<file path="src/hw/rtl/egcd_pkg.sv">
`timescale 1ns / 1ps
`default_nettype none

package egcd_pkg;

  // Sequencer states.
  typedef enum logic [0:0] {
    ST_IDLE,
    ST_RUN
  } state_t;

  // Commands from the sequencer to the arithmetic unit and output register.
  typedef struct packed {
    logic load;    // capture a new operand pair
    logic step;    // perform one reduction step
    logic finish;  // move the result into the output register
  } ctl_t;

  // Status from the arithmetic unit back to the sequencer.
  typedef struct packed {
    logic done;    // one operand has reached zero
  } sts_t;

endpackage

`default_nettype wire

</file>
<file path="src/hw/rtl/egcd_unit.sv">
`timescale 1ns / 1ps
`default_nettype none

module egcd_unit #(
  parameter int WIDTH = 32
) (
  input  wire logic                 clk,
  input  wire egcd_pkg::ctl_t       ctl,
  input  wire logic [WIDTH-1:0]     in_a,
  input  wire logic [WIDTH-1:0]     in_b,
  output egcd_pkg::sts_t            sts,
  output logic      [WIDTH-1:0]     result
);

  localparam int KW = $clog2(WIDTH);

  logic [WIDTH-1:0] a_r, a_nxt;
  logic [WIDTH-1:0] b_r, b_nxt;
  logic [KW-1:0]    k_r, k_nxt;

  // Shared subtractor and compare: borrow tells which operand is larger.
  logic [WIDTH:0]   sub_full;
  logic             a_lt_b;
  logic [WIDTH-1:0] diff_mag;

  assign sub_full = {1'b0, a_r} - {1'b0, b_r};
  assign a_lt_b   = sub_full[WIDTH];
  assign diff_mag = a_lt_b ? (~sub_full[WIDTH-1:0] + {{(WIDTH-1){1'b0}}, 1'b1})
                           : sub_full[WIDTH-1:0];

  // Load a new operand pair, or do one binary reduction step: strip common or single
  // factors of two, otherwise replace the larger odd operand by half the difference.
  always_comb begin
    a_nxt = a_r;
    b_nxt = b_r;
    k_nxt = k_r;
    if (ctl.load) begin
      a_nxt = in_a;
      b_nxt = in_b;
      k_nxt = '0;
    end else if (ctl.step) begin
      priority if (!a_r[0] && !b_r[0]) begin
        a_nxt = a_r >> 1;
        b_nxt = b_r >> 1;
        k_nxt = k_r + 1'b1;
      end else if (!a_r[0]) begin
        a_nxt = a_r >> 1;
      end else if (!b_r[0]) begin
        b_nxt = b_r >> 1;
      end else if (a_lt_b) begin
        b_nxt = diff_mag >> 1;
      end else begin
        a_nxt = diff_mag >> 1;
      end
    end
  end

  always_ff @(posedge clk) begin
    a_r <= a_nxt;
    b_r <= b_nxt;
    k_r <= k_nxt;
  end

  // Once one operand is zero the other holds the odd part of the divisor.
  assign sts.done = (a_r == '0) || (b_r == '0);
  assign result   = (a_r | b_r) << k_r;

endmodule

`default_nettype wire

</file>
<file path="src/hw/rtl/egcd_ctrl.sv">
`timescale 1ns / 1ps
`default_nettype none

module egcd_ctrl (
  input  wire logic           clk,
  input  wire logic           rst_n,
  input  wire logic           in_valid,
  input  wire egcd_pkg::sts_t sts,
  input  wire logic           out_room,
  output logic                in_stall,
  output egcd_pkg::ctl_t      ctl
);

  egcd_pkg::state_t state_r, state_nxt;

  // Next state: a request starts a run, the run ends when a result is handed off.
  always_comb begin
    state_nxt = state_r;
    unique case (state_r)
      egcd_pkg::ST_IDLE: begin
        if (in_valid) begin
          state_nxt = egcd_pkg::ST_RUN;
        end
      end
      egcd_pkg::ST_RUN: begin
        if (sts.done && out_room) begin
          state_nxt = egcd_pkg::ST_IDLE;
        end
      end
      default: state_nxt = egcd_pkg::ST_IDLE;
    endcase
  end

  // Outputs decoded from the current state.
  always_comb begin
    in_stall   = 1'b1;
    ctl.load   = 1'b0;
    ctl.step   = 1'b0;
    ctl.finish = 1'b0;
    unique case (state_r)
      egcd_pkg::ST_IDLE: begin
        in_stall = 1'b0;
        ctl.load = in_valid;
      end
      egcd_pkg::ST_RUN: begin
        ctl.step   = !sts.done;
        ctl.finish = sts.done && out_room;
      end
      default: in_stall = 1'b1;
    endcase
  end

  always_ff @(posedge clk) begin
    if (!rst_n) begin
      state_r <= egcd_pkg::ST_IDLE;
    end else begin
      state_r <= state_nxt;
    end
  end

endmodule

`default_nettype wire

</file>
<file path="src/hw/rtl/euclid_gcd.sv">
// Operation: an accepted request is loaded into the arithmetic unit, which then repeats
// passes through its shared subtract and shift logic until one operand is zero, then
// hands the result off, waiting while a full output register is stalled.
// Throughput: one request at a time; a new request is taken as soon as the previous
// result is in the output register.
// Reset: synchronous active-low rst_n clears the sequencer and the output valid.
`timescale 1ns / 1ps
`default_nettype none

module euclid_gcd #(
  parameter int WIDTH = 32
) (
  input  wire logic             clk,
  input  wire logic             rst_n,
  input  wire logic             in_valid,
  output logic                  in_stall,
  input  wire logic [WIDTH-1:0] in_operand_a,
  input  wire logic [WIDTH-1:0] in_operand_b,
  output logic                  out_valid,
  input  wire logic             out_stall,
  output logic      [WIDTH-1:0] out_divisor
);

  egcd_pkg::ctl_t   ctl;
  egcd_pkg::sts_t   sts;
  logic [WIDTH-1:0] result;
  logic             out_valid_r, out_valid_nxt;
  logic [WIDTH-1:0] out_divisor_r;
  logic             out_room;

  // The output register can take a result when empty or when drained this cycle.
  assign out_room = !out_valid_r || !out_stall;

  egcd_ctrl u_ctrl (
    .clk      (clk),
    .rst_n    (rst_n),
    .in_valid (in_valid),
    .sts      (sts),
    .out_room (out_room),
    .in_stall (in_stall),
    .ctl      (ctl)
  );

  egcd_unit #(
    .WIDTH (WIDTH)
  ) u_unit (
    .clk    (clk),
    .ctl    (ctl),
    .in_a   (in_operand_a),
    .in_b   (in_operand_b),
    .sts    (sts),
    .result (result)
  );

  // Output register.
  always_comb begin
    out_valid_nxt = out_valid_r;
    if (ctl.finish) begin
      out_valid_nxt = 1'b1;
    end else if (!out_stall) begin
      out_valid_nxt = 1'b0;
    end
  end

  always_ff @(posedge clk) begin
    if (!rst_n) begin
      out_valid_r <= 1'b0;
    end else begin
      out_valid_r <= out_valid_nxt;
    end
  end

  always_ff @(posedge clk) begin
    if (ctl.finish) begin
      out_divisor_r <= result;
    end
  end

  assign out_valid   = out_valid_r;
  assign out_divisor = out_divisor_r;

`ifndef SYNTH
  // An accepted request makes the block busy on the next cycle.
  a_busy_after_accept: assert property (@(posedge clk) disable iff (!rst_n)
    in_valid && !in_stall |=> in_stall)
    else $error("block not busy after accepting a request");

  // A result is only moved out when the output register has room.
  a_finish_has_room: assert property (@(posedge clk) disable iff (!rst_n)
    ctl.finish |-> out_room)
    else $error("result moved into an occupied output register");

  // Load, step and finish never coincide.
  a_ctl_exclusive: assert property (@(posedge clk) disable iff (!rst_n)
    $onehot0({ctl.load, ctl.step, ctl.finish}))
    else $error("conflicting unit commands");

  // A finished result appears on the output the following cycle.
  a_finish_shows: assert property (@(posedge clk) disable iff (!rst_n)
    ctl.finish |=> out_valid)
    else $error("finished result not presented");
`endif

endmodule

`default_nettype wire
</file>
<file path="config.mk">
export PLATFORM = sky130hd
export DESIGN_NAME = euclid_gcd
export DESIGN_NICKNAME = d
export VERILOG_FILES = /design/src/hw/rtl/egcd_pkg.sv /design/src/hw/rtl/egcd_unit.sv /design/src/hw/rtl/egcd_ctrl.sv /design/src/hw/rtl/euclid_gcd.sv
export SDC_FILE = /design/constraint.sdc
export NUM_CORES = 1
export LEC_CHECK = 0
export BUFFER_PORTS_ARGS = -buffer_cell sky130_fd_sc_hd__buf_2
export CAP_MARGIN = 20
export CORE_MARGIN = 5
export CORE_UTILIZATION = 58
export CTS_BUF_LIST = sky130_fd_sc_hd__clkbuf_4
export CTS_CLUSTER_DIAMETER = 100
export CTS_CLUSTER_SIZE = 12
export DETAILED_ROUTE_END_ITERATION = 8
export PLACE_DENSITY = 0.82
export SLEW_MARGIN = 15
export SYNTH_ARGS = -nofsm -noshare
export SYNTH_HDL_FRONTEND = slang
export SYNTH_SLANG_ARGS = --single-unit
</file>
<file path="constraint.sdc">
create_clock -name clk -period 8.8 [get_ports clk]
set_clock_uncertainty 0.15 [all_clocks]
set_input_delay 1.76 -clock clk [delete_from_list [all_inputs] [get_ports clk]]
set_output_delay 1.76 -clock clk [all_outputs]
set_load 0.05 [all_outputs]
</file>
==> impl_metrics.prom <==
# TYPE chip_impl_metric gauge
chip_impl_metric{name="detail-route-antenna-nets",unit=""} 0
chip_impl_info{name="type_of_the_worst_setup_path",value="register to register"} 1
chip_impl_metric{name="total_die_area",unit="um^2"} 18600
chip_impl_metric{name="clock_latency",unit="ns"} 0.51
chip_impl_info{name="worstHoldStart",value="out_valid$_SDFFE_PN0P_"} 1
chip_impl_metric{name="cts.clk_slew.worst_paths",unit="ns"} 0.17
chip_impl_metric{name="worst-slew-pin-transition",unit="ns"} 0.927
chip_impl_info{name="cell_type_contributing_the_most_total_cell_area_after_synthesis",value="edfxtp_1"} 1
chip_impl_metric{name="area_growth",unit="%"} 8.13
chip_impl_metric{name="p_total",unit="mW"} 3.00
chip_impl_info{name="ctsRootBufferMaster",value="clkbuf_4"} 1
chip_impl_metric{name="final_min_period_over_clock_period",unit="%"} 52.8
chip_impl_metric{name="via_per_inst",unit=""} 6.14
chip_impl_metric{name="average_size_of_a_mapped_cell",unit="um^2"} 9.03
chip_impl_metric{name="worst-path-max-fanout",unit=""} 18
chip_impl_metric{name="yosysUniqueCellTypes",unit=""} 89
chip_impl_metric{name="postSynthRegisterBits",unit=""} 103
chip_impl_info{name="ys_top_cells_by_count",value="nor2_1, edfxtp_1, inv_1"} 1
chip_impl_metric{name="netlist_area",unit="um^2"} 9270
chip_impl_metric{name="antenna_found_initial",unit=""} 1
chip_impl_metric{name="synth_cells",unit=""} 1026
chip_impl_metric{name="grt_max_degree",unit=""} 75
chip_impl_metric{name="cts-buffers-inserted",unit=""} 9
chip_impl_metric{name="ios",unit=""} 102
chip_impl_info{name="status",value="complete, no violations"} 1
chip_impl_metric{name="dr_total_vias",unit=""} 8063
chip_impl_metric{name="setup-tns-final",unit="ns"} 0
chip_impl_info{name="tritoncts_clock_tree",value="yes"} 1
chip_impl_metric{name="max-slew-margin-rel",unit="%"} 38.2
chip_impl_metric{name="yosysWarningCount",unit=""} 0
chip_impl_metric{name="post_cts_resized",unit=""} 0
chip_impl_info{name="synth-main-ff-cell",value="edfxtp_1"} 1
chip_impl_metric{name="initialDrtViolationCount",unit=""} 837
chip_impl_metric{name="coreArea",unit="um^2"} 15800
chip_impl_metric{name="setup_viol",unit=""} 0
chip_impl_metric{name="post-cts-setup-buffers",unit=""} 0
chip_impl_metric{name="routed_wl",unit="um"} 24200
chip_impl_metric{name="drv.max_cap_violation_count",unit=""} 0
chip_impl_metric{name="gp_congestion",unit=""} 0.995
chip_impl_metric{name="synth-edff-count",unit=""} 96
chip_impl_metric{name="async_flop_share",unit="%"} 0
chip_impl_metric{name="synth_nets",unit=""} 1162
chip_impl_metric{name="floorplan.die.width",unit="um"} 136
chip_impl_metric{name="powerDensity",unit="nW/um^2"} 299
chip_impl_metric{name="detail_route.wl_per_cell",unit="um"} 18.4
chip_impl_metric{name="synth.top_cell.area_share",unit="%"} 31.1
chip_impl_info{name="cp-start-kind",value="register"} 1
chip_impl_metric{name="dieHeight",unit="um"} 136
chip_impl_metric{name="timing.critical_path.required",unit="ns"} 9.01
chip_impl_metric{name="port_bufs",unit=""} 101
chip_impl_metric{name="post_cts_hold_buffer_count",unit=""} 0
chip_impl_metric{name="grt.overflow.total",unit=""} 0
chip_impl_info{name="synthMostInstantiatedCell",value="nor2_1"} 1
chip_impl_metric{name="final_period_minus_worst_setup_slack",unit="ns"} 4.65
chip_impl_info{name="crit_start",value="u_unit.a_r[0]$_DFFE_PP_"} 1
chip_impl_info{name="worstSetupEndpointType",value="register"} 1
chip_impl_metric{name="timing_max_transition_violations_final",unit=""} 0
chip_impl_metric{name="clock_path_buffers",unit=""} 2
chip_impl_info{name="hold_class",value="register to register"} 1
chip_impl_metric{name="nets",unit=""} 1229
chip_impl_metric{name="worst_ir_drop_vdd",unit="uV"} 161
chip_impl_metric{name="number_of_global_route_vias_before_repair",unit=""} 7421
chip_impl_metric{name="maximum_level_of_the_cts_h_tree",unit=""} 3
chip_impl_metric{name="max_clock_freq",unit="GHz"} 0.215
chip_impl_metric{name="hold_viol",unit=""} 0
chip_impl_info{name="cell_types_occupying_the_most_area_after_synthesis",value="edfxtp_1, ha_1, nor2_1"} 1
chip_impl_metric{name="final_layout_size_suffix_gt1_share",unit="%"} 17.5
chip_impl_metric{name="proportion_of_synthesized_chip_area_in_sequential_cells",unit="%"} 32.6
chip_impl_metric{name="track_usage",unit="%"} 26.4
chip_impl_info{name="critical_path.reg2reg.startpoint",value="u_unit.a_r[0]$_DFFE_PP_"} 1
chip_impl_metric{name="critPathArrivalTime",unit="ns"} 4.86
chip_impl_metric{name="grt_first_pass_wirelength",unit="um"} 38400
chip_impl_metric{name="route.detailed.drc",unit=""} 0
chip_impl_metric{name="first_pass_iters",unit=""} 7
chip_impl_metric{name="clock-sinks",unit=""} 103
chip_impl_metric{name="start_util",unit="%"} 58.8
chip_impl_metric{name="detailedPlacementHpwl",unit="um"} 18600
chip_impl_metric{name="rows",unit=""} 46
chip_impl_info{name="grt_setup_unrepaired",value="no"} 1
chip_impl_metric{name="power.static_leakage",unit="nW"} 4.01
==> worst paths after layout <==
check | to | slack, ns | cells after the start
worst max-delay path | u_unit.a_r[25]$_DFFE_PP_ | 4.15 | 15
worst max register to register | u_unit.a_r[25]$_DFFE_PP_ | 4.15 | 15
worst min-delay path | out_valid$_SDFFE_PN0P_ | 0.38 | 2
worst min register to register | out_valid$_SDFFE_PN0P_ | 0.38 | 2
==> routing by layer <==
metal / track usage [%] / part of all wire, %
met3: 3.66 / 9.8
met5: 0 / 0
met2: 40.7 / 44
met4: 10.1 / 2.7
met1: 37.8 / 43
==> sequential cells by signal (all words and copies together), names as in the netlist <==
| register | cells |
|---|---|
| out_divisor | 32 |
| u_unit.b_r | 32 |
| out_valid | 1 |
| u_ctrl.state_r | 1 |
| u_unit.a_r | 32 |
| u_unit.k_r | 5 |
==> layout by cell type, fill, tap and decap left out, types with 30 or more instances in the layout <==
cell type / instances
a21oi_1: 70
a221oi_1: 38
buf_2: 101
edfxtp_1: 96
ha_1: 67
inv_1: 91
mux2i_1: 30
nand2_1: 40
nor2_1: 176
xnor2_1: 43
==> final cells by class <==
type / count / area [um^2]
fill: 1367 / 5750
multi-input combinational: 775 / 5660
sequential: 103 / 3020
timing repair buffer: 112 / 588
inverter: 92 / 345
tap: 216 / 270
clock buffer: 9 / 67.6
clock inverter: 6 / 62.6
antenna: 1 / 2.50
==> metrics by stage <==
stage	hold slack (ns)	setup slack, ns	instances	area (um^2)	utilization, %
2_1_floorplan	0.421	4.75	1026	9270	-
3_3_place_gp	0.346	4.45	1298	9890	62.7
3_5_place_dp	0.360	4.28	1298	9890	62.7
4_1_cts	0.380	4.25	1313	10000	63.5
5_1_grt	0.390	3.79	1314	10000	63.5
6_report	0.378	4.15	1314	10000	63.5
==> report_power, final <==
group	total, mW	switching (mW)	leakage (nW)	internal [mW]
sequential	0.794	0.113	0.970	0.681
combinational	1.95	1.20	2.98	0.752
clock	0.255	0.171	0.0654	0.0840
==> critical path, cell delays in order (launching register included) <==
cell and delay (ns):
edfxtp_1 0.47, inv_1 0.10, ha_1 0.22, fa_1 0.45, o21bai_2 0.20, o2111ai_2 0.17, a31oi_4 0.29, a221oi_4 0.13
o311ai_1 0.38, a41oi_1 0.24, o21bai_1 0.21, a21oi_2 0.13, nor3_2 0.69, buf_4 0.37, nand3_1 0.09, a21oi_1 0.18
==> cell families (layout without fill, tap and decap cells) <==
kind of cell	Yosys count	count (layout)	share of synthesized area (%)
DFF	103	103	32.6
buffers and inverters	148	219	6.59
xor gates and xnor gates	62	62	6.02
and+or+nand+nor	355	355	19.4
adders and majority gates	68	68	9.26
other	0	1	0
muxes	60	60	8.59
AOI/OAI and AO/OA	230	230	17.5
Power figures use the tool's default switching activity.
